### src/design/skfo_pkg.sv
package skfo_pkg;

  // Defaults for the top-level parameters
  localparam int unsigned TABLE_DEPTH_DEF = 4096;
  localparam int unsigned KEY_BITS_DEF    = 44;

  // Fixed field widths
  localparam int unsigned LOAD_IDX_W = 12;
  localparam int unsigned LOAD_KEY_W = 44;
  localparam int unsigned CODE_W     = 64;
  localparam int unsigned POS_W      = 12;
  localparam int unsigned OBJ_W      = 6;
  localparam int unsigned LEN_W      = 13;
  localparam int unsigned CFG_IDX_W  = 2;
  localparam int unsigned CFG_DATA_W = 13;

  localparam logic [OBJ_W-1:0] OBJ_BITS_RESET = 6'd20;

  // Operation codes
  localparam logic OP_LOAD  = 1'b0;
  localparam logic OP_QUERY = 1'b1;

  // Configuration register indexes
  localparam logic [CFG_IDX_W-1:0] CFG_OBJECT_BITS  = 2'd0;
  localparam logic [CFG_IDX_W-1:0] CFG_TABLE_LENGTH = 2'd1;

  typedef struct packed {
    logic                  operation;
    logic [LOAD_IDX_W-1:0] load_index;
    logic [LOAD_KEY_W-1:0] load_key;
    logic [CODE_W-1:0]     query_code;
    logic                  new_batch;
  } in_t;

  typedef struct packed {
    logic             found;
    logic [POS_W-1:0] position;
  } out_t;

  typedef enum logic [2:0] {
    ST_IDLE,
    ST_PROBE,
    ST_UPDATE,
    ST_CHECK,
    ST_DONE
  } state_e;

  // Sequencer to search unit
  typedef struct packed {
    logic start;   // capture target, open bounds
    logic update;  // apply probe compare to bounds
    logic finish;  // loop ended, save lower bound
    logic check;   // compare entry at bound against target
  } ctrl_t;

  // Search unit to sequencer
  typedef struct packed {
    logic loop_go;   // low < high
    logic in_range;  // low < clipped length
  } stat_t;

endpackage

### src/design/skfo_ctrl.sv
module skfo_ctrl (
  input  logic              clk_i,
  input  logic              rst_ni,
  input  logic              in_valid_i,
  input  logic              in_op_i,
  output logic              in_ready_o,
  input  skfo_pkg::stat_t   stat_i,
  input  logic              out_free_i,
  output skfo_pkg::ctrl_t   ctrl_o,
  output logic              out_load_o
);

  import skfo_pkg::*;

  state_e state_q, state_d;
  logic   query_acc;

  assign query_acc = in_valid_i && (state_q == ST_IDLE) && (in_op_i == OP_QUERY);

  // Next state
  always_comb begin
    state_d = state_q;
    case (state_q)
      ST_IDLE: begin
        if (query_acc) begin
          state_d = ST_PROBE;
        end
      end
      ST_PROBE: begin
        if (stat_i.loop_go) begin
          state_d = ST_UPDATE;
        end else if (stat_i.in_range) begin
          state_d = ST_CHECK;
        end else begin
          state_d = ST_DONE;
        end
      end
      ST_UPDATE: state_d = ST_PROBE;
      ST_CHECK:  state_d = ST_DONE;
      ST_DONE: begin
        if (out_free_i) begin
          state_d = ST_IDLE;
        end
      end
      default: state_d = ST_IDLE;
    endcase
  end

  // Outputs
  always_comb begin
    ctrl_o     = '0;
    out_load_o = 1'b0;
    in_ready_o = 1'b0;
    case (state_q)
      ST_IDLE: begin
        in_ready_o   = 1'b1;
        ctrl_o.start = query_acc;
      end
      ST_PROBE:  ctrl_o.finish = !stat_i.loop_go;
      ST_UPDATE: ctrl_o.update = 1'b1;
      ST_CHECK:  ctrl_o.check = 1'b1;
      ST_DONE:   out_load_o = out_free_i;
      default: begin
        ctrl_o = '0;
      end
    endcase
  end

  always_ff @(posedge clk_i or negedge rst_ni) begin
    if (!rst_ni) begin
      state_q <= ST_IDLE;
    end else begin
      state_q <= state_d;
    end
  end

endmodule
### config.mk
export PLATFORM = sky130hd
export DESIGN_NAME = skfo_ctrl
export DESIGN_NICKNAME = d
export VERILOG_FILES = /design/src/design/skfo_pkg.sv /design/src/design/skfo_ctrl.sv
export SDC_FILE = /design/constraint.sdc
export NUM_CORES = 1
export LEC_CHECK = 0
export BUFFER_PORTS_ARGS = -buffer_cell sky130_fd_sc_hd__buf_2
export CORE_AREA = 2 2 39 41
export DETAILED_ROUTE_END_ITERATION = 10
export DIE_AREA = 0 0 41 43
export GPL_ROUTABILITY_DRIVEN = 1
export HOLD_SLACK_MARGIN = 0.05
export PLACE_DENSITY_LB_ADDON = 0.05
export SLEW_MARGIN = 20
export SYNTH_ARGS = -nofsm -noshare
export SYNTH_HDL_FRONTEND = slang
export SYNTH_SLANG_ARGS = --single-unit
### constraint.sdc
create_clock -name clk_i -period 1.22 [get_ports clk_i]
set_input_delay 0.122 -clock clk_i [delete_from_list [all_inputs] [get_ports clk_i]]
set_output_delay 0.122 -clock clk_i [all_outputs]
set_load 0.03 [all_outputs]
==> results of run 1 <==
worst paths after layout:
check,to,depth (start not counted),startpoint
max in group asynchronous,state_q[1],2,rst_ni
worst min register to register,state_q[1],2,state_q[2]
worst max-delay path,ctrl_o[3],3,state_q[1]
worst min-delay path,state_q[0],3,in_valid_i
min in group asynchronous,state_q[2],2,rst_ni
worst max register to register,state_q[0],2,state_q[1]
critical path, stage by stage (launching register included):
cell and delay, ns:
dfrtp_2 0.45, nor3_4 0.18, and3_1 0.18, buf_6 0.13
per-layer routing:
metal | part of all wire, % | global-route usage [%] | wire length [µm] | vias up
li1 | - | - | - | 114
met2 | 53 | 11.88 | 297 | 11
met3 | 8.6 | 1.571 | 48 | 2
met5 | 0 | 0 | 0 | -
met4 | 2.7 | 10.00 | 15 | 0
met1 | 35 | 7.120 | 197 | 105
cell usage after synthesis:
cell | count | area, µm²
inv_1 | 1 | 3.750
o21ai_0 | 1 | 5.000
o21ba_2 | 1 | 10.01
nand2_1 | 1 | 3.750
and3_1 | 2 | 12.51
nor2_1 | 2 | 7.510
nor3_1 | 3 | 15.01
or4b_1 | 1 | 10.01
a221oi_2 | 1 | 15.01
or3b_1 | 1 | 8.760
dfrtp_1 | 3 | 75.07
nand2b_1 | 1 | 6.260
nor2b_1 | 1 | 6.260
cell type report:
| type | instances | area [µm²] | area share, % |
|---|---|---|---|
| clock buffer | 4 | 26.28 | 6.522 |
| tap | 16 | 20.02 | 4.969 |
| sequential | 3 | 78.83 | 19.57 |
| timing repair buffer | 18 | 135.1 | 33.54 |
| multi-input combinational | 15 | 138.9 | 34.47 |
| inverter | 1 | 3.754 | 0.9317 |
timing repair:
action	in CTS	in global routing
buffers inserted	4	0
setup endpoints to repair	7	8
resized for setup	13	3
endpoints found under the hold margin	3	0
pin swaps	4	1
hold buffers	1	0
layout by cell type, fill, tap and decap left out:
master         count
nand2_1            1
and3_1             2
buf_6              4
dfrtp_2            3
dlygate4sd3_1      1
or4b_1             1
nor3_4             1
a221oi_2           1
o21ai_0            1
buf_4              6
inv_1              1
o21ba_2            1
nor2b_1            1
buf_2              7
nand2b_4           1
clkbuf_1           1
nor3_2             2
or3b_1             1
nor2_2             1
clkbuf_4           3
nor2_4             1
where the power goes:
part / leakage (nW) / internal, W / switching, W
clock: 0.0150 / 0.000123 / 0.0000507
combinational: 0.134 / 0.000363 / 0.000348
sequential: 0.0348 / 0.000159 / 0.000104
total: 0.184 / 0.000644 / 0.000503
through the flow:
step           instance area (µm²)  setup TNS (ns)
6_report                     402.9         -0.1539
5_1_grt                      402.9         -0.4473
4_1_cts                      391.6         -0.2171
3_5_place_dp                 287.8        -0.02262
3_3_place_gp                 287.8        -0.03582
2_1_floorplan                200.2         -0.1083
kinds of logic after synthesis:
group | Yosys count | synth area share, %
buffers and inverters | 1 | 2.096
DFF | 3 | 41.96
AOI/OAI and AO/OA | 3 | 16.78
and+or+nand+nor | 12 | 39.16
==> summary.txt, run 1 <==
Outcome
  – Outcome: complete, but fails checks
  – Failing checks: setup timing

Cells and area
  – ANT cells: 0
  – Fin nets: between 40 and 50
  – Largest register FFs: 3
  – Synth-to-layout area growth: 125.2%
  – Register bank with the most flops: state_q
  – Fillers: ~160
  – Top Registers: state_q (3)
  – Finished Layout Cells: 57
  – Final core area utilization: 29.11%
  – Share of cells above drive strength 1: 75.61%

Clock tree
  – CTS H-tree lvls: 1
  – Max clock buf depth: 2
  – Worst-path clk slew: 0.04 ns
  – TritonCTS Buffers: 3
  – Worst-Skew Late Latency: about 0.23 ns
  – CTS tree: built
  – Sink Count: 3
  – Clk root buf: clkbuf_4

Logic synthesis
  – Mapped Cells: 19
  – Mapped Area: 178.9 µm²
  – Sequential-to-total area share from yosys stat: a little over two fifths
  – Syn avg cell area: between 9 and 10 µm²
  – Syn_nets: 26
  – Netlist cell types: 13
  – Synth Register Bits: 3
  – Synth warn: 0

Placed design
  – Gpl congestion: between 0.6 and 0.7
  – Inst Count DP: 48
  – I/O Buffers: 12
  – Post-place setup slack: -0.02262 ns
  – DP HPWL: between 400 and 500 µm

Pwr
  – Pwr Density: between 2000 and 3000 nW/µm²
  – Pleak: approximately 0.18 nW
  – Overall power: 0.001147 W
  – VDD IR max: roughly 750 µV

Drt
  – Post-route ant nets: 0
  – DRT iter0 DRCs: 0
  – Wire per inst: between 9 and 10 µm
  – DRC: 0
  – Routed WL: approximately 560 µm
  – DR vias: ~230
  – Vias per std cell: 4.070
  – First-pass DRT Iterations: 1

Setup path
  – CP Launch Type: flop
  – Worst Path Required: about 1.1 ns
  – R2r setup slk: ~0.030 ns
  – Crit Path Class: flop to output port
  – Critical path arrival: roughly 1.2 ns
  – Crit end category: output port
  – Critical path fanouts, max: 7

Die
  – Starting Density: roughly 13%
  – Row count: 14
  – Die area: 1763 µm²
  – I/O pin count: 13
  – Placeable core area: 1384 µm²
  – Die H: between 40 and 50 µm
  – Die Width: between 40 and 50 µm

Worst hold path
  – Worst Hold Class: input pin to flop

Timing
  – Tmin final: 1.299 ns
  – Fin Hold WS: ~0.16 ns
  – Fmax: between 700 and 800 MHz
  – Clk_skew: approximately 0.00070 ns
  – Pins Over Slew Limit: 0
  – Slew margin rel.: between 80% and 90%
  – RSZ-0062 raised after global routing: yes
  – Post-route setup slack: -0.07861 ns
  – Crit share post-route: 106.4%
  – Final setup vio count: 4
  – Hold Vio Cnt, Final: 0
  – Worst slew pin tran: approximately 0.19 ns

GRT
  – Global-route wire length before repair: approximately 880 µm
  – Vias in the first global route: approximately 240
  – Largest net degree at the start of global routing: 8
  – Initial antenna violation count: 0
  – Gr usage total: around 8%
  – Grt total ovfl: 0

Run
  – Max_cap viols: 0
(Power assumes the default switching activity.)
==> run 2, diff against run 1 <==
- REMOVE_ABC_BUFFERS: default -> 1
==> run 2 against run 1 <==
Net effect: the flow still finishes with violations (setup timing); clock skew is 0.00076 ns higher; flip-flop and latch count is the same; highest routed layer is now met3; critical endpoint is now out_load_o; die area stayed put; register-to-register slack better by 0.04 ns.
==> summary.txt, run 2 (synthesis results as in run 1) <==
Outcome
  – Outcome: complete, but fails checks (unchanged)
  – Failing checks: setup timing (unchanged)

Clock tree
  – TritonCTS Buffers: 3 (unchanged)
  – CTS H-tree lvls: 1 (unchanged)
  – Max clock buf depth: 2 (unchanged)
  – CTS tree: built (unchanged)
  – Clk root buf: clkbuf_4 (unchanged)
  – Worst-path clk slew: 0.04 ns (about the same)
  – Worst-Skew Late Latency: 0.23 ns (about the same)
  – Sink Count: 3 (unchanged)

Timing
  – Crit share post-route: 105.6% (was 106.4%)
  – Fmax: 776.2 MHz (was 770.1 MHz)
  – Post-route setup slack: -0.06836 ns (was -0.07861 ns)
  – Pins Over Slew Limit: 0 (unchanged)
  – Clk_skew: 0.001455 ns (was 0.0006991 ns)
  – Final setup vio count: 3 (was 4)
  – Tmin final: 1.288 ns (was 1.299 ns)
  – Hold Vio Cnt, Final: 0 (unchanged)
  – Worst slew pin tran: 0.1870 ns (was 0.1920 ns)
  – RSZ-0062 raised after global routing: yes (unchanged)
  – Slew margin rel.: 87.53% (was 87.20%)

Pwr
  – Sw Pwr: 0.0004548 W (was 0.0005030 W)
  – Comb power frac: 60.1% (was 62.0%)
  – Pleak: 0.1713 nW (was 0.1839 nW)
  – Share of total power in the clock network: 16.9% (was 15.1%)
  – Reg power frac: 23.0% (was 22.9%)
  – P_int: 0.0005754 W (was 0.0006442 W)
  – VDD IR max: 695.8 µV (was 751.7 µV)
  – Switching Share: 44.14% (was 43.85%)
  – Overall power: 0.001030 W (was 0.001147 W)
  – Pwr Density: 2782 nW/µm² (was 2847 nW/µm²)

Cells and area
  – Fillers: 155 (unchanged)
  – Top Registers: state_q (3) (unchanged)
  – Share of cells above drive strength 1: 69.23% (was 75.61%)
  – Most frequent cells in the layout: buf_2, buf_4, clkbuf_4, buf_6, dfrtp_2 (was buf_2, buf_4, buf_6, clkbuf_4, dfrtp_2)
  – Fin nets: 47 (was 49)
  – Largest register FFs: 3 (unchanged)
  – Final core area utilization: 26.76% (was 29.11%)
  – Synth-to-layout area growth: 107.0% (was 125.2%)
  – Register bank with the most flops: state_q (unchanged)
  – ANT cells: 0 (unchanged)
  – Most common cell after layout, fill and taps aside: buf_2 (unchanged)

Die
  – Placeable core area: 1384 µm² (unchanged)
  – Die area: 1763 µm² (unchanged)
  – I/O pin count: 13 (unchanged)
  – Starting Density: 12.93% (unchanged)
  – Die H: 43 µm (unchanged)
  – Die Width: 41 µm (unchanged)
  – Row count: 14 (unchanged)

Setup path
  – Reg-to-reg startpoint: state_q[0] (was state_q[1])
  – Crit Path Class: flop to output port (unchanged)
  – Critical path fanouts, max: 6 (was 7)
  – Crit-path cells: nor2_1, and3_1, buf_4 (was nor3_4, and3_1, buf_6)
  – Largest stage delay on the critical path: 0.44 ns (was 0.45 ns)
  – Worst Path Required: 1.10 ns (about the same)
  – Max stage delay cell, worst path: dfrtp_2 (unchanged)
  – Crit end category: output port (unchanged)
  – CP Launch Type: flop (unchanged)
  – Crit path from: state_q[0] (was state_q[1])
  – Critical path arrival: 1.17 ns (was 1.18 ns)

Worst hold path
  – Worst Hold Class: input pin to flop (unchanged)
  – Hold Crit Start: in_valid_i (unchanged)

Placed design
  – DP HPWL: 395.1 µm (was 418.2 µm)
  – Gpl congestion: 0.6167 (was 0.6172)
  – I/O Buffers: 12 (unchanged)
  – Post-place setup slack: 0.04002 ns (was -0.02262 ns)

GRT
  – Gr usage total: 6.539% (was 7.847%)
  – Initial antenna violation count: 0 (unchanged)
  – Largest net degree at the start of global routing: 8 (unchanged)
  – Grt total ovfl: 0 (unchanged)
  – Global-route wire length before repair: 765 µm (was 876 µm)
  – Vias in the first global route: 200 (was 237)

Drt
  – Post-route ant nets: 0 (unchanged)
  – Routed WL: 509 µm (was 558 µm)
  – Vias per std cell: 3.964 (was 4.070)
  – Wire per inst: 9.255 µm (was 9.789 µm)
  – DRT iter0 DRCs: 2 (was 0)
  – DR vias: 218 (was 232)
  – First-pass DRT Iterations: 2 (was 1)
  – DRC: 0 (unchanged)

Run
  – Max_cap viols: 0 (unchanged)
-- run 2: cell count changes in the layout (fill, tap and decap cells not counted), sizes merged --
cell / delta
buf: -2
-- run 2: worst paths after layout --
| path | to | depth (start not counted) | slack (ns) |
|---|---|---|---|
| worst max-delay path | out_load_o | 3 | -0.07 |
| worst min-delay path | state_q[0] | 3 | 0.16 |
| worst max register to register | state_q[2] | 2 | 0.07 |
| worst min register to register | state_q[0] | 1 | 0.53 |
| max in group asynchronous | state_q[1] | 2 | 0.89 |
| min in group asynchronous | state_q[0] | 2 | 0.21 |
-- run 2: power by group through the flow --
stage / clock network [W] / registers (W) / logic [W]
finish: 0.000174 / 0.000237 / 0.000619
global route: 0.000204 / 0.000247 / 0.000666
CTS: 0.000187 / 0.000245 / 0.000572
detailed placement: 0 / 0.000231 / 0.000428
global placement: 0 / 0.000228 / 0.000431
floorplan: 0 / 0.000207 / 0.000321
-- run 2: per-layer routing --
metal  up-vias  GRT usage, %  part of all wire, %
met4         0         6.000                    0
met3         0         1.571                  6.7
met5         -             0                    0
met1       101         6.472                   41
met2         8         10.31                   52
li1        109             -                    -
-- run 2: critical path: cells and delay by family, from the launching register on --
family / cells / cell delay, ns
flops: 1 / 0.44
simple gates: 2 / 0.34
buf+inv: 1 / 0.15
-- run 2: layout make-up --
type,instances,area (µm²),share of cell area (%)
inverter,1,3.754,1.014
multi-input combinational,15,125.1,33.78
tap,16,20.02,5.405
clock buffer,4,26.28,7.095
timing repair buffer,16,116.4,31.42
sequential,3,78.83,21.28
-- run 2: stage by stage --
stage          hold slack, ns  instances  setup TNS, ns  area (µm²)
6_report               0.1619         55        -0.1819       370.4
5_1_grt                0.1650         55        -0.4276       370.4
4_1_cts                0.1607         54        -0.2232       351.6
3_5_place_dp         -0.08006         47              0       259.0
3_3_place_gp         -0.07572         47              0       259.0
2_1_floorplan         -0.1736         19        -0.7664       178.9
-- run 2: what timing repair did --
| action | CTS | global route |
|---|---|---|
| endpoints found under the setup margin | 6 | 6 |
| buffers inserted | 2 | 1 |
| hold buffers | 1 | 0 |
| pin swaps | 2 | 1 |
| gates cloned | 0 | 0 |
| hold endpoints to repair | 3 | 0 |
| gates resized for setup | 13 | 3 |
==> run 3, diff against run 2 <==
- PLACE_DENSITY_LB_ADDON: 0.05 -> 0.1
==> run 3 against run 2 <==
Net effect: the flow still finishes with violations (setup timing); critical path depth unchanged; maximum frequency grew 0.51%; critical path type unchanged; global-route usage rose by 1.4 points; register-to-register slack worse by 0.02 ns.
==> summary.txt, run 3 (synthesis results as in run 1) <==
GRT
  – Largest net degree at the start of global routing: 8 (unchanged)
  – Grt total ovfl: 0 (unchanged)
  – Vias in the first global route: 235 (was 200)
  – Gr usage total: 7.932% (was 6.539%)
  – Initial antenna violation count: 0 (unchanged)
  – Global-route wire length before repair: 917 µm (was 765 µm)

Cells and area
  – Fillers: 161 (was 155)
  – Synth-to-layout area growth: 118.9% (was 107.0%)
  – ANT cells: 0 (unchanged)
  – Storage cell area: 77.57 µm² (was 78.83 µm²)
  – Top Registers: state_q (3) (unchanged)
  – Most frequent cells in the layout: buf_2, buf_4, buf_6, nor3_2, clkbuf_4 (was buf_2, buf_4, clkbuf_4, buf_6, dfrtp_2)
  – Register bank with the most flops: state_q (unchanged)
  – Finished Layout Cells: 56 (was 55)
  – Fin nets: 48 (was 47)
  – Multi-input gate area: 136.4 µm² (was 125.1 µm²)
  – Final core area utilization: 28.30% (was 26.76%)
  – Largest register FFs: 3 (unchanged)
  – Most common cell after layout, fill and taps aside: buf_2 (unchanged)
  – Share of cells above drive strength 1: 75.00% (was 69.23%)

Timing
  – Pins Over Slew Limit: 0 (unchanged)
  – Final setup vio count: 4 (was 3)
  – Worst slew pin tran: 0.1868 ns (was 0.1870 ns)
  – Fin Hold WS: 0.1610 ns (was 0.1619 ns)
  – Slew margin rel.: 87.55% (was 87.53%)
  – Hold Vio Cnt, Final: 0 (unchanged)
  – Crit share post-route: 105.1% (was 105.6%)
  – Fmax: 780.1 MHz (was 776.2 MHz)
  – Post-route setup slack: -0.06183 ns (was -0.06836 ns)
  – Clk_skew: 0.0006289 ns (was 0.001455 ns)
  – Tmin final: 1.282 ns (was 1.288 ns)
  – RSZ-0062 raised after global routing: yes (unchanged)

Setup path
  – Critical path fanouts, max: 7 (was 6)
  – Worst Path Required: 1.10 ns (about the same)
  – Critical path arrival: 1.16 ns (was 1.17 ns)
  – Crit-path cells: nor3_2, and3_1, buf_6 (was nor2_1, and3_1, buf_4)
  – Crit Path Class: flop to output port (unchanged)
  – Max stage delay cell, worst path: dfrtp_2 (unchanged)
  – CP Launch Type: flop (unchanged)
  – Crit end category: output port (unchanged)
  – Largest stage delay on the critical path: 0.44 ns (about the same)

Placed design
  – Inst Count DP: 47 (unchanged)
  – DP HPWL: 383.6 µm (was 395.1 µm)
  – Post-place setup slack: 0.06995 ns (was 0.04002 ns)
  – I/O Buffers: 12 (unchanged)
  – Gpl congestion: 0.6848 (was 0.6167)

Drt
  – DRC: 0 (unchanged)
  – DR vias: 232 (was 218)
  – Routed WL: 577 µm (was 509 µm)
  – First-pass DRT Iterations: 1 (was 2)
  – DRT iter0 DRCs: 0 (was 2)
  – Vias per std cell: 4.143 (was 3.964)
  – Wire per inst: 10.30 µm (was 9.255 µm)
  – Post-route ant nets: 0 (unchanged)

Pwr
  – Pleak: 0.1812 nW (was 0.1713 nW)
  – VDD IR max: 664.2 µV (was 695.8 µV)
  – Share of total power in the clock network: 15.3% (was 16.9%)
  – Overall power: 0.001111 W (was 0.001030 W)
  – Comb power frac: 62.8% (was 60.1%)
  – Pwr Density: 2836 nW/µm² (was 2782 nW/µm²)
  – Sw Pwr: 0.0004961 W (was 0.0004548 W)
  – Reg power frac: 21.9% (was 23.0%)
  – P_int: 0.0006147 W (was 0.0005754 W)
  – Switching Share: 44.66% (was 44.14%)

Die
  – Starting Density: 12.93% (unchanged)
  – Row count: 14 (unchanged)
  – Die H: 43 µm (unchanged)
  – Die Width: 41 µm (unchanged)
  – Die area: 1763 µm² (unchanged)
  – Placeable core area: 1384 µm² (unchanged)
  – I/O pin count: 13 (unchanged)

Run
  – Max_cap viols: 0 (unchanged)

Clock tree
  – CTS H-tree lvls: 1 (unchanged)
  – TritonCTS Buffers: 3 (unchanged)
  – Clk root buf: clkbuf_4 (unchanged)
  – CTS tree: built (unchanged)
  – Sink Count: 3 (unchanged)
  – Max clock buf depth: 2 (unchanged)
  – Worst-path clk slew: 0.03 ns (was 0.04 ns)
  – Worst-Skew Late Latency: 0.23 ns (about the same)

Outcome
  – Failing checks: setup timing (unchanged)
  – Outcome: complete, but fails checks (unchanged)

Worst hold path
  – Worst Hold Class: input pin to flop (unchanged)
## run 3: cell types whose count changed in the layout (fill, tap and decap cells not counted), sizes merged
| cell | change |
|---|---|
| buf | +1 |
## run 3: power by group through the flow
stage               Combinational, W  Sequential (W)  Clock, W
floorplan                   0.000321        0.000207         0
global placement            0.000432        0.000225         0
detailed placement          0.000429        0.000220         0
CTS                         0.000642        0.000233  0.000182
global route                0.000739        0.000256  0.000186
finish                      0.000697        0.000244  0.000170
## run 3: critical path: cells and delay by family, from the launching register on
| family | cells | cell delay (ns) |
|---|---|---|
| buffers and inverters | 1 | 0.13 |
| DFF | 1 | 0.44 |
| and+or+nand+nor | 2 | 0.35 |
## run 3: worst paths after layout
check | to | depth (start not counted) | startpoint | slack (ns)
worst max-delay path | ctrl_o[3] | 3 | state_q[1] | -0.06
worst min-delay path | state_q[0] | 3 | in_valid_i | 0.16
worst min register to register | state_q[0] | 2 | state_q[2] | 0.61
worst max register to register | state_q[0] | 2 | state_q[1] | 0.05
min in group asynchronous | state_q[2] | 2 | rst_ni | 0.22
max in group asynchronous | state_q[1] | 2 | rst_ni | 0.88
## run 3: stage by stage
step                      TNS (ns)  area, µm²
final                      -0.1644      391.6
after global routing       -0.4185      391.6
after CTS                  -0.1551      371.6
after detailed placement         0      259.0
after global placement           0      259.0
after floorplan            -0.7664      178.9
## run 3: what timing repair did
action,in CTS,in global routing
buffers inserted,4,0
hold buffers,1,0
setup endpoints to repair,6,7
resized for setup,14,6
hold endpoints to repair,3,0
pin swaps,4,0
## run 3: cell type report
type / count / share of cell area (%)
multi-input cells: 15 / 34.82
well taps: 16 / 5.112
repair buffers: 17 / 32.59
inverters: 1 / 0.9585
clock buffers: 4 / 6.709
flip-flops and latches: 3 / 19.81
## run 3: metal layers
metal  global-route usage [%]  routed length, µm
met4                    4.000                  0
met3                    3.141                 43
met1                    7.074                189
met2                    14.06                345
met5                        0                  0
