[config.mk]
export PLATFORM = sky130hd
export DESIGN_NAME = skfo_search
export DESIGN_NICKNAME = d
export VERILOG_FILES = /design/src/design/skfo_pkg.sv /design/src/design/skfo_search.sv
export SDC_FILE = /design/constraint.sdc
export NUM_CORES = 1
export LEC_CHECK = 0
export ABC_AREA = 0
export BUFFER_PORTS_ARGS = -buffer_cell sky130_fd_sc_hd__buf_2
export CAP_MARGIN = 20
export CORE_AREA = 2 2 131 260
export DETAILED_ROUTE_END_ITERATION = 6
export DIE_AREA = 0 0 133 262
export GPL_ROUTABILITY_DRIVEN = 0
export GPL_TIMING_DRIVEN = 0
export PLACE_DENSITY = 0.46
export SYNTH_ARGS = -nofsm -noshare
export SYNTH_HDL_FRONTEND = slang
export SYNTH_SLANG_ARGS = --single-unit
[constraint.sdc]
create_clock -name clk_i -period 4.4 [get_ports clk_i]
set_input_delay 0.88 -clock clk_i [delete_from_list [all_inputs] [get_ports clk_i]]
set_output_delay 0.88 -clock clk_i [all_outputs]
set_load 0.01 [all_outputs]
[src/design/skfo_pkg.sv]
package skfo_pkg;

  // Defaults for the top-level parameters
  localparam int unsigned TABLE_DEPTH_DEF = 4096;
  localparam int unsigned KEY_BITS_DEF    = 44;

  // Fixed field widths
  localparam int unsigned LOAD_IDX_W = 12;
  localparam int unsigned LOAD_KEY_W = 44;
  localparam int unsigned CODE_W     = 64;
  localparam int unsigned POS_W      = 12;
  localparam int unsigned OBJ_W      = 6;
  localparam int unsigned LEN_W      = 13;
  localparam int unsigned CFG_IDX_W  = 2;
  localparam int unsigned CFG_DATA_W = 13;

  localparam logic [OBJ_W-1:0] OBJ_BITS_RESET = 6'd20;

  // Operation codes
  localparam logic OP_LOAD  = 1'b0;
  localparam logic OP_QUERY = 1'b1;

  // Configuration register indexes
  localparam logic [CFG_IDX_W-1:0] CFG_OBJECT_BITS  = 2'd0;
  localparam logic [CFG_IDX_W-1:0] CFG_TABLE_LENGTH = 2'd1;

  typedef struct packed {
    logic                  operation;
    logic [LOAD_IDX_W-1:0] load_index;
    logic [LOAD_KEY_W-1:0] load_key;
    logic [CODE_W-1:0]     query_code;
    logic                  new_batch;
  } in_t;

  typedef struct packed {
    logic             found;
    logic [POS_W-1:0] position;
  } out_t;

  typedef enum logic [2:0] {
    ST_IDLE,
    ST_PROBE,
    ST_UPDATE,
    ST_CHECK,
    ST_DONE
  } state_e;

  // Sequencer to search unit
  typedef struct packed {
    logic start;   // capture target, open bounds
    logic update;  // apply probe compare to bounds
    logic finish;  // loop ended, save lower bound
    logic check;   // compare entry at bound against target
  } ctrl_t;

  // Search unit to sequencer
  typedef struct packed {
    logic loop_go;   // low < high
    logic in_range;  // low < clipped length
  } stat_t;

endpackage

[src/design/skfo_search.sv]
module skfo_search #(
  parameter int unsigned TABLE_DEPTH = skfo_pkg::TABLE_DEPTH_DEF,
  parameter int unsigned KEY_BITS    = skfo_pkg::KEY_BITS_DEF
) (
  input  logic                           clk_i,
  input  logic                           rst_ni,
  input  skfo_pkg::ctrl_t                ctrl_i,
  input  logic [skfo_pkg::CODE_W-1:0]    code_i,
  input  logic                           new_batch_i,
  input  logic [skfo_pkg::OBJ_W-1:0]     obj_bits_i,
  input  logic [skfo_pkg::LEN_W-1:0]     tab_len_i,
  input  logic [KEY_BITS-1:0]            rdata_i,
  output logic [$clog2(TABLE_DEPTH)-1:0] raddr_o,
  output skfo_pkg::stat_t                stat_o,
  output skfo_pkg::out_t                 result_o
);

  import skfo_pkg::*;

  localparam int unsigned AW = $clog2(TABLE_DEPTH);
  localparam int unsigned LW = $clog2(TABLE_DEPTH + 1);

  logic [LW-1:0]     low_q, low_d, high_q, high_d, sl_q, sl_d;
  logic [LW-1:0]     len_clip, span, mid;
  logic [CODE_W-1:0] target_q, target_d, key_ext;
  logic              found_q, found_d, key_lt;

  // Length clipped to the table depth
  always_comb begin
    if (32'(tab_len_i) > 32'(TABLE_DEPTH)) begin
      len_clip = LW'(TABLE_DEPTH);
    end else begin
      len_clip = LW'(tab_len_i);
    end
  end

  // Probe point and the shared compare
  assign span    = high_q - low_q;
  assign mid     = low_q + (span >> 1);
  assign raddr_o = mid[AW-1:0];
  assign key_ext = CODE_W'(rdata_i);
  assign key_lt  = key_ext < target_q;

  assign stat_o.loop_go  = low_q < high_q;
  assign stat_o.in_range = low_q < len_clip;

  // Bounds and target
  always_comb begin
    low_d    = low_q;
    high_d   = high_q;
    target_d = target_q;
    sl_d     = sl_q;
    found_d  = found_q;
    if (ctrl_i.start) begin
      low_d    = new_batch_i ? '0 : sl_q;
      high_d   = len_clip;
      target_d = code_i >> obj_bits_i;
      found_d  = 1'b0;
    end
    if (ctrl_i.update) begin
      if (key_lt) begin
        low_d = mid + LW'(1);
      end else begin
        high_d = mid;
      end
    end
    if (ctrl_i.finish) begin
      sl_d = low_q;
    end
    if (ctrl_i.check) begin
      found_d = key_ext == target_q;
    end
  end

  always_ff @(posedge clk_i) begin
    low_q    <= low_d;
    high_q   <= high_d;
    target_q <= target_d;
  end

  always_ff @(posedge clk_i or negedge rst_ni) begin
    if (!rst_ni) begin
      sl_q    <= '0;
      found_q <= 1'b0;
    end else begin
      sl_q    <= sl_d;
      found_q <= found_d;
    end
  end

  assign result_o.found    = found_q;
  assign result_o.position = found_q ? POS_W'(low_q) : '0;

endmodule

==> summary.md, run 1 <==
| Metric | Value |
|---|---|
| Worst Setup EP | `raddr_o[10]` |
| RSZ-0062 raised after global routing | `true` |
| Critical path required time | `3.52 ns` |
| CTS tree | `built` |
| Number of flops mapped to enable cells by yosys | `64` |
| H-tree depth | `3` |
| Final setup margin | `-0.0564 ns` |
| Clock Tree Buf Depth | `2` |
| Post-Synthesis Net Count | `1396` |
| Area share of the largest cell type after synthesis | `18.6%` |
| PortBufs | `155` |
| Slew @ Worst Pin | `0.967 ns` |
| Synth area leaders | `edfxtp_1, mux4_2, ha_1, mux2i_1, nand2_1` |
| Primary FF master, synth | `edfxtp_1` |
| Clock Pin Slew Worst Setup and Hold Paths | `0.08 ns` |
| Worst setup startpoint | `low_q[1]` |
| Most common library cells after synthesis | `nand2_1, nor2_1, inv_1` |
| CP endpoint kind | `output port` |
| Crit. path cell count | `17` |
| Synthesized area | `10300 sq um` |
| Worst hold path type | `input port to asynchronous set/reset pin` |
| Total wire length | `41.6 mm` |
| Post-layout util | `37.9%` |
| Max_cap viols | `0` |
| Worst path max stage delay | `0.39 ns` |
| Largest net degree at the start of global routing | `70` |
| CTS Root Buffer Type | `clkbuf_16` |
| CTS sink count | `104` |
| DIE HEIGHT | `262 um` |
| Post-Route Setup TNS | `-0.0564 ns` |
| Failing checks | `negative setup slack` |
| Reg area | `2810 sq um` |
| Overall Global Routing Usage | `23.7%` |
| Register bit total from synthesis | `104` |
| DIE WIDTH | `133 um` |
| Core area | `32800 sq um` |
| Layout cell share with drive strength beyond 1 | `27.5%` |
| First-pass GRT wire length | `60.4 mm` |
| Area growth syn-to-layout | `20.3%` |
| Clock skew | `0.0125 ns` |
| Critical path class | `flop to output port` |
| Slew Viols, Final | `0` |
| Fill count | `3444` |
| Yosys top cell by area | `edfxtp_1` |
| ANT nets after route | `0` |
| Multi-input logic area | `7170 sq um` |
| Worst-Skew Late Latency | `0.36 ns` |
| Nets | `1585` |
| Gr ovfl total | `0` |
| Worst slack at placement | `-0.904 ns` |
| # IOs | `161` |
| Yosys cell types | `65` |
| Finish-stage setup viols | `1` |
| Status | `finished with violations` |
| Max Clk Rate | `224 MHz` |
| Number of DRC markers in iteration 0 | `630` |
| Fin. Hold Viols | `0` |
| Worst r2r dst | `low_q[12]` |
| R2r setup slk | `0.36 ns` |
| TritonCTS Buffers | `9` |
| RR Startpoint | `low_q[1]` |
| Fin crit period | `4.46 ns` |
| Post-DP HPWL | `35.1 mm` |
| Vias in the first global route | `10200` |
| Seq/Total Area, Yosys | `27.0%` |
| DP Area | `11600 sq um` |
| Worst R2R Path Depth | `19` |
| Post-route DRC | `0` |
| Die ar. | `34800 sq um` |
| First-pass detailed-route iteration total | `5` |
| Crit path max fanout | `3` |
| Synth Instances | `1178` |
| Row cnt | `94` |
| Synth warnings | `0` |
| Initial Util | `31.5%` |
| Total number of vias | `9804` |
| Leakage | `0.00548 uW` |
| Tcrit/Tclk final | `101%` |
| Avg Inst Size Synth | `8.77 sq um` |
| Slew HR | `35.6%` |
| Critical-path top delay cell | `fa_2` |
| Startpoint class of the critical path | `flop` |
| WL per Instance | `23.0 um` |
| Power Density | `697 nW/um^2` |
| Tot Pwr | `8660 uW` |
| Async SR Flop Fraction | `13.5%` |
| CP delay by family, top | `compound AO/OA/AOI/OAI gates` |
| Vias per inst | `5.43` |
| Worst path cell trace | `buf_6 > fa_2 > nor2b_1 > o21ai_2 > a21boi_2 > o21ai_2 > a21oi_4 > o21ai_2 > o311ai_2 > ha_2 > buf_6 > nand2_2 > nor2_2 > a311oi_2 > o311a_1 > inv_2 > buf_6` |
| Maximum vdd drop | `0.859 mV` |
| Ant diodes | `0` |
| Initial antenna violation count | `0` |
| Critical Path AT | `3.58 ns` |
| Design area | `12400 sq um` |
| Most frequent cell after synthesis | `nand2_1` |
| Hold_buf cts | `0` |
| CP bufs+invs | `4` |
-- state kept, by name (all words and copies together), names as in the netlist --
name	cells
high_q	13
found_q	1
low_q	13
target_q	64
sl_q	13
-- routing by layer --
layer  vias to the layer above  routed length, um  track usage (%)
li1                       4622                  -                -
met1                      4639              12100             18.9
met2                       398              24400             50.3
met3                       145               1510             2.76
met4                         0               3550             17.8
met5                         -                  0                0
-- worst min path at each step --
stage	to	slack [ns]	cells past startpoint
6_report	sl_q[5]	0.45	1
5_1_grt	sl_q[5]	0.46	1
4_1_cts	sl_q[5]	0.45	1
3_5_place_dp	sl_q[11]	0.50	1
3_3_place_gp	sl_q[12]	0.49	1
2_1_floorplan	sl_q[12]	0.48	1
-- kinds of logic after synthesis --
logic type / Yosys count / share of synthesized area (%)
AND/OR/NAND/NOR: 419 / 18.4
AO/OA/AOI/OAI: 223 / 13.0
multiplexers: 163 / 22.7
buffers and inverters: 158 / 6.20
flip-flops: 104 / 27.0
adder cells (fa/ha/maj): 84 / 10.3
XOR/XNOR: 27 / 2.29
-- final cells by class --
cell class / count / area share [%]
Buffer: 67 / 2.41
Tap cell: 432 / 4.35
Clock inverter: 6 / 0.463
Inverter: 89 / 2.72
Clock buffer: 10 / 1.84
Sequential cell: 104 / 22.6
Multi-Input combinational cell: 916 / 57.7
Timing Repair Buffer: 180 / 7.94
-- per-stage QoR --
| stage | cells | hold WS (ns) |
|---|---|---|
| floorplan | 1178 | 0.480 |
| finish | 1804 | 0.453 |
| detailed placement | 1765 | 0.496 |
| global placement | 1765 | 0.488 |
| global route | 1804 | 0.464 |
| CTS | 1800 | 0.450 |
-- placed cells by master, fill, tap and decap left out, types with 5 or more instances in the layout --
cell,synthesis,layout
a211oi_1,10,9
o21ai_0,64,58
o22ai_1,17,17
nand4_1,13,13
xor2_1,9,7
nand3_1,21,21
inv_1,87,83
ha_1,82,74
nor4_1,6,6
nor2b_1,11,11
a221oi_1,5,5
o21ai_2,0,6
a2bb2oi_1,9,9
dfxtp_1,26,19
mux2_2,36,36
nor3_1,10,9
buf_4,7,30
ha_4,0,6
nor3b_1,5,5
buf_2,14,167
dfrtp_1,14,14
nor2_1,107,102
xnor2_1,18,14
a21oi_2,0,6
mux4_2,53,53
buf_1,15,14
clkbuf_1,32,32
and2_1,22,21
clkbuf_16,0,9
and3_1,9,9
a31oi_1,13,12
a21oi_1,71,64
mux2i_1,73,73
a21o_1,8,8
nand2_1,190,188
buf_6,0,5
edfxtp_1,64,64
-- power breakdown --
| group | internal (uW) | total [uW] | leakage (uW) | switching (uW) |
|---|---|---|---|---|
| registers | 1270 | 1440 | 0.00101 | 162 |
| logic | 2840 | 6440 | 0.00433 | 3590 |
| clock network | 398 | 788 | 0.000141 | 391 |
-- worst reg2reg max path, stage by stage, from the launching register on --
cell	delay, ns
dfxtp_4	0.35
inv_2	0.05
ha_1	0.30
nor2b_1	0.14
o21ai_2	0.15
a21oi_2	0.09
o21bai_2	0.22
nand2_1	0.13
a21o_1	0.22
a211oi_2	0.22
nor3_2	0.09
ha_4	0.27
and2_4	0.18
a311oi_4	0.32
xnor2_2	0.18
buf_4	0.20
nand4_4	0.14
nor4_4	0.28
xnor2_1	0.14
mux2_4	0.26
-- timing repair --
item | CTS | global route
setup endpoints to repair | 14 | 7
gates resized for setup | 59 | 25
cloned | 0 | 0
setup buffers | 20 | 5
pin swaps | 31 | 16
(Power assumes the default switching activity.)
==> run 2: changes to the inputs <==
- PLACE_DENSITY: 0.46 -> 0.56
==> run 2 against run 1 <==
- the flow still finishes with violations (negative setup slack)
- worst hold slack lost 0.0063 ns
- utilization shrank 0.061 points
- register-to-register slack better by 0.05 ns
- maximum frequency grew 0.20%
- design area decreased by 0.16%
- sequential share of layout area about the same
- non-clock buffer count is 1 lower
- critical endpoint is now raddr_o[11]
==> summary.md, run 2 (synthesized netlist as in run 1, its figures left out) <==
| Metric | Value |
|---|---|
| Status | `finished with violations` |
| Failing checks | `negative setup slack` |
| Slew HR | `34.5% (-1.1 points)` |
| Ant diodes | `0 (unchanged)` |
| CP endpoint kind | `output port` |
| PortBufs | `155 (unchanged)` |
| Tcrit/Tclk final | `101% (-0.21 points)` |
| CTS tree | `built` |
| Tot Pwr | `8620 uW (-0.45%)` |
| Core area | `32800 sq um (unchanged)` |
| Fin crit period | `4.45 ns (-0.00910 ns)` |
| Clock Pin Slew Worst Setup and Hold Paths | `0.08 ns (about the same)` |
| Startpoint class of the critical path | `flop` |
| Worst r2r dst | `low_q[12]` |
| Final setup margin | `-0.0473 ns (+0.00910 ns)` |
| DIE HEIGHT | `262 um (unchanged)` |
| RSZ-0062 raised after global routing | `true` |
| Overall Global Routing Usage | `22.4% (-1.3 points)` |
| Max FFs per register | `64 (unchanged)` |
| Slew @ Worst Pin | `0.981 ns (+0.0143 ns)` |
| Nets | `1584 (-0.063%)` |
| WL per Instance | `21.6 um (-6.1%)` |
| First-pass detailed-route iteration total | `5 (unchanged)` |
| Max_cap viols | `0 (unchanged)` |
| RR Startpoint | `low_q[0]` |
| Cell Int Power | `4530 uW (+0.43%)` |
| CP delay by family, top | `compound AO/OA/AOI/OAI gates` |
| Combinational share of power | `73.8% (-0.5 points)` |
| Flop pwr share | `16.5% (about the same)` |
| Fin. Hold Viols | `0 (unchanged)` |
| Clock skew | `0.00877 ns (-0.00368 ns)` |
| Gr ovfl total | `0 (unchanged)` |
| Total wire length | `39.0 mm (-6.2%)` |
| Number of DRC markers in iteration 0 | `640 (+1.6%)` |
| DIE WIDTH | `133 um (unchanged)` |
| TritonCTS Buffers | `9 (unchanged)` |
| Post-DP HPWL | `32.3 mm (-7.8%)` |
| CTS sink count | `104 (unchanged)` |
| R2r setup slk | `0.41 ns (+0.05 ns)` |
| H-tree depth | `3 (unchanged)` |
| Clock Tree Buf Depth | `2 (unchanged)` |
| Initial Util | `31.5% (unchanged)` |
| Worst slack at placement | `-0.700 ns (+0.204 ns)` |
| CTS Root Buffer Type | `clkbuf_16` |
| Power Density | `695 nW/um^2 (-0.29%)` |
| Clock power frac | `9.8% (+0.7 points)` |
| Area growth syn-to-layout | `20.2%` |
| Most common cell after layout, fill and taps aside | `nand2_1` |
| Vias per inst | `5.42 (-0.34%)` |
| Critical path required time | `3.52 ns (about the same)` |
| Most frequent cells in the layout | `nand2_1, buf_2, nor2_1` |
| # IOs | `161 (unchanged)` |
| Finish-stage setup viols | `2 (+1)` |
| Hold_buf cts | `0 (unchanged)` |
| Row cnt | `94 (unchanged)` |
| Slew Viols, Final | `0 (unchanged)` |
| Fill count | `3378 (-1.9%)` |
| Worst path cell trace | `ha_4 > fa_2 > nor2b_2 > o21ai_2 > a21boi_2 > o21ai_2 > a21oi_2 > o21ai_2 > o311ai_2 > ha_2 > or2_4 > a21oi_2 > a21oi_2 > xnor2_2 > inv_2 > buf_6` |
| Crit path max fanout | `4 (+1)` |
| NetSw | `4090 uW (-1.4%)` |
| CP bufs+invs | `2 (-2)` |
| Worst-Skew Late Latency | `0.36 ns (about the same)` |
| Largest Register | `target_q` |
| Post-route DRC | `0 (unchanged)` |
| Maximum vdd drop | `0.782 mV (-8.9%)` |
| Vias in the first global route | `10100 (-1.6%)` |
| Sw Share | `47.4% (-0.46 points)` |
| First-pass GRT wire length | `57.9 mm (-4.1%)` |
| Critical-path top delay cell | `fa_2` |
| Max Clk Rate | `225 MHz (+0.20%)` |
| Largest net degree at the start of global routing | `70 (unchanged)` |
| Leakage | `0.00548 uW (about the same)` |
| Worst path max stage delay | `0.37 ns (-0.02 ns)` |
| Critical Path AT | `3.57 ns (about the same)` |
| Worst setup startpoint | `low_q[0]` |
| Total number of vias | `9765 (-0.40%)` |
| Critical path class | `flop to output port` |
| Die ar. | `34800 sq um (unchanged)` |
| Layout cell share with drive strength beyond 1 | `27.1% (-0.34 points)` |
| Worst hold path type | `input port to asynchronous set/reset pin` |
| Worst R2R Path Depth | `19 (unchanged)` |
| Initial antenna violation count | `2 (+2)` |
| ANT nets after route | `0 (unchanged)` |
## run 2: changes by cell type in the layout (fill, tap and decap cells not counted), moves of 2 or more
cell and delta:
buf_4 -3, dfxtp_1 +2, ha_4 -2, clkinv_4 -2, ha_1 +2, nor2_4 -2
## run 2: worst max path at each step
stage	depth (start not counted)	end	slack [ns]
detailed placement	16	raddr_o[11]	-0.70
global placement	16	raddr_o[11]	-0.73
CTS	18	raddr_o[10]	-0.19
finish	16	raddr_o[11]	-0.05
floorplan	15	raddr_o[11]	0.19
global route	17	raddr_o[11]	-0.23
## run 2: metal layers
| metal | wire, um | share of wire [%] | track usage (%) | up-vias |
|---|---|---|---|---|
| met5 | 27 | 0.069 | 0 | - |
| met4 | 3550 | 9.1 | 18.5 | 4 |
| met3 | 1560 | 4.0 | 2.76 | 153 |
| met2 | 21900 | 56 | 45.2 | 416 |
| met1 | 12000 | 31 | 19.0 | 4576 |
| li1 | - | - | - | 4616 |
## run 2: power groups by stage
stage / Combinational [uW] / Sequential (uW) / Clock [uW]
after global placement: 4940 / 1440 / 0
after CTS: 6000 / 1420 / 863
after floorplan: 3520 / 1370 / 0
after detailed placement: 5010 / 1450 / 0
final: 6360 / 1420 / 841
after global routing: 6840 / 1450 / 896
## run 2: final cells by class
cell class / count / area (sq um) / share of cell area, %
Clock inverter: 7 / 76.3 / 0.615
Sequential cell: 104 / 2800 / 22.6
Multi-Input combinational cell: 916 / 7150 / 57.6
Inverter: 89 / 337 / 2.71
Tap cell: 432 / 541 / 4.35
Clock buffer: 9 / 225 / 1.81
Buffer: 69 / 312 / 2.51
Timing Repair Buffer: 177 / 967 / 7.79
## run 2: repair_timing
action                     CTS  global route
setup endpoints to repair   12             6
setup buffers               17             5
pin swaps                   27            30
gates resized for setup     56            24
gates cloned                 0             0
## run 2: per-stage QoR
| stage | hold slack, ns | std cells | cell area, sq um | util [%] | setup TNS [ns] |
|---|---|---|---|---|---|
| final | 0.447 | 1803 | 12400 | 37.8 | -0.0851 |
| after global routing | 0.444 | 1803 | 12400 | 37.8 | -0.536 |
| after CTS | 0.448 | 1798 | 12300 | 37.4 | -0.433 |
| after detailed placement | 0.495 | 1765 | 11600 | 35.5 | -3.18 |
| after global placement | 0.490 | 1765 | 11600 | 35.5 | -3.17 |
| after floorplan | 0.480 | 1178 | 10300 | - | 0 |
==> run 3: changes to the inputs <==
- CORE_AREA: 2 2 131 260 -> 2 2 147 293
- DIE_AREA: 0 0 133 262 -> 0 0 149 295
- PLACE_DENSITY: 0.56 -> 0.48
- REMOVE_ABC_BUFFERS: not set -> 1
==> run 3 against run 2 <==
- the run still ends with negative setup slack left
- global-route usage decreased by 5.8 points
- maximum frequency decreased by 1.2%
- sequential power about the same
- clock skew increased by 0.0027 ns
- first-iteration DRC count decreased by 35%
- largest cell class unchanged
==> summary.md, run 3 (synthesized netlist as in run 1, its figures left out) <==
| Metric | Value |
|---|---|
| Fin crit period | `4.50 ns (+0.0520 ns)` |
| Hold_buf cts | `0 (unchanged)` |
| Largest Register | `target_q` |
| First-pass detailed-route iteration total | `5 (unchanged)` |
| Slew HR | `26.4% (-8.0 points)` |
| Max_cap viols | `0 (unchanged)` |
| Status | `finished with violations` |
| Crit path max fanout | `4 (unchanged)` |
| TritonCTS Buffers | `9 (unchanged)` |
| Tcrit/Tclk final | `102% (+1.2 points)` |
| Layout cell share with drive strength beyond 1 | `28.1% (+0.93 points)` |
| ANT nets after route | `0 (unchanged)` |
| Fin. Hold Viols | `0 (unchanged)` |
| Clock skew | `0.0114 ns (+0.00265 ns)` |
| First-pass GRT wire length | `54.1 mm (-6.6%)` |
| # IOs | `161 (unchanged)` |
| Layout Cells excl Fill | `1863 (+3.3%)` |
| Tot Pwr | `8940 uW (+3.7%)` |
| Critical Path AT | `3.62 ns (+0.05 ns)` |
| CP endpoint kind | `output port` |
| Clock Pin Slew Worst Setup and Hold Paths | `0.08 ns (about the same)` |
| Power Density | `714 nW/um^2 (+2.8%)` |
| Maximum vdd drop | `0.434 mV (-44%)` |
| WL per Instance | `19.7 um (-9.0%)` |
| Most common cell after layout, fill and taps aside | `nand2_1` |
| CTS Root Buffer Type | `clkbuf_16` |
| Hold_ws | `0.443 ns (-0.00469 ns)` |
| DIE HEIGHT | `295 um (+13%)` |
| RSZ-0062 raised after global routing | `true` |
| Row cnt | `106 (+13%)` |
| Number of DRC markers in iteration 0 | `414 (-35%)` |
| Finish-stage setup viols | `3 (+1)` |
| Worst r2r dst | `low_q[12]` |
| Worst slack at placement | `-0.724 ns (-0.0239 ns)` |
| DIE WIDTH | `149 um (+12%)` |
| Nets | `1535 (-3.1%)` |
| Post-DP HPWL | `30.7 mm (-5.0%)` |
| Most frequent cells in the layout | `nand2_1, buf_2, nor2_1` |
| CTS tree | `built` |
| Total number of vias | `9242 (-5.4%)` |
| Largest net degree at the start of global routing | `73 (+4.3%)` |
| Critical path required time | `3.52 ns (about the same)` |
| Critical path class | `flop to output port` |
| Fill count | `4554 (+35%)` |
| Area growth syn-to-layout | `21.1%` |
| Startpoint class of the critical path | `flop` |
| Vias per inst | `4.96 (-8.4%)` |
| Max Clk Rate | `222 MHz (-1.2%)` |
| Gr ovfl total | `0 (unchanged)` |
| Worst R2R Path Depth | `22 (+3)` |
| Worst-Skew Late Latency | `0.37 ns (about the same)` |
| PortBufs | `160 (+3.2%)` |
| Total wire length | `36.6 mm (-6.0%)` |
| Vias in the first global route | `9559 (-5.0%)` |
| Post-route DRC | `0 (unchanged)` |
| Failing checks | `negative setup slack` |
| Slew @ Worst Pin | `1.10 ns (+0.122 ns)` |
| CTS sink count | `104 (unchanged)` |
| Leakage | `0.00546 uW (-0.34%)` |
| RR Startpoint | `high_q[0]` |
| Final setup margin | `-0.0994 ns (-0.0520 ns)` |
| Design area | `12500 sq um (+0.83%)` |
| Initial antenna violation count | `2 (unchanged)` |
| Slew Viols, Final | `0 (unchanged)` |
| Clock Tree Buf Depth | `2 (unchanged)` |
| H-tree depth | `3 (unchanged)` |
| Core area | `41600 sq um (+27%)` |
| Die ar. | `44000 sq um (+26%)` |
| Initial Util | `24.8% (-6.7 points)` |
| R2r setup slk | `0.36 ns (-0.05 ns)` |
| DP Area | `11600 sq um (-0.38%)` |
| Inst Count DP | `1814 (+2.8%)` |
| Worst hold path type | `input port to asynchronous set/reset pin` |
| Max FFs per register | `64 (unchanged)` |
| Overall Global Routing Usage | `16.6% (-5.8 points)` |
## run 3: area by class of cell
cell class | instances | area (sq um) | area share (%)
Tap cell | 540 | 676 | 5.40
Antenna cell | 1 | 2.50 | 0.0200
Sequential cell | 104 | 2810 | 22.4
Timing Repair Buffer | 197 | 1190 | 9.53
Clock buffer | 9 | 225 | 1.80
Multi-Input combinational cell | 916 | 7190 | 57.4
Clock inverter | 7 | 81.3 | 0.650
Inverter | 89 | 342 | 2.73
## run 3: metrics by stage
stage                     TNS [ns]  utilization [%]
after global routing        -0.928             30.1
after floorplan                  0                -
final                       -0.192             30.1
after CTS                   -0.643             29.4
after detailed placement     -6.26             27.9
after global placement       -7.95             27.6
## run 3: how the worst max path moves through the flow
| stage | startpoint | to | slack, ns |
|---|---|---|---|
| 6_report | high_q[0] | raddr_o[11] | -0.1 |
| 2_1_floorplan | low_q[0] | raddr_o[11] | 0.19 |
| 3_5_place_dp | low_q[0] | raddr_o[11] | -0.72 |
| 5_1_grt | high_q[0] | raddr_o[10] | -0.26 |
| 4_1_cts | high_q[0] | raddr_o[10] | -0.18 |
| 3_3_place_gp | low_q[0] | raddr_o[11] | -0.70 |
## run 3: where the power goes
group / switching, uW / internal (uW)
Sequential: 155 / 1270
Combinational: 3690 / 2970
Clock: 397 / 449
## run 3: critical path, stage by stage (launching register included)
cell	delay, ns
dfxtp_2	0.33
inv_2	0.04
ha_4	0.16
fa_2	0.35
nor2b_2	0.17
o21ai_2	0.09
a21boi_2	0.20
buf_4	0.14
nor2_1	0.04
ha_1	0.36
o21ai_1	0.15
o21ai_1	0.48
a31oi_4	0.18
a21oi_4	0.21
xnor2_2	0.15
inv_2	0.07
buf_6	0.13
## run 3: repair_timing
action / in CTS / in global routing
buffers inserted: 18 / 12
resized for setup: 55 / 29
endpoints found under the setup margin: 13 / 7
pin swaps: 21 / 26
## run 3: routing by layer
| layer | GRT usage, % | routed length, um | vias up | share of wire [%] |
|---|---|---|---|---|
| met5 | 0 | 0 | - | 0 |
| met4 | 12.0 | 2920 | 0 | 8.0 |
| met3 | 1.40 | 934 | 103 | 2.5 |
| met2 | 34.5 | 21100 | 240 | 58 |
| met1 | 14.0 | 11700 | 4380 | 32 |
| li1 | - | - | 4519 | - |
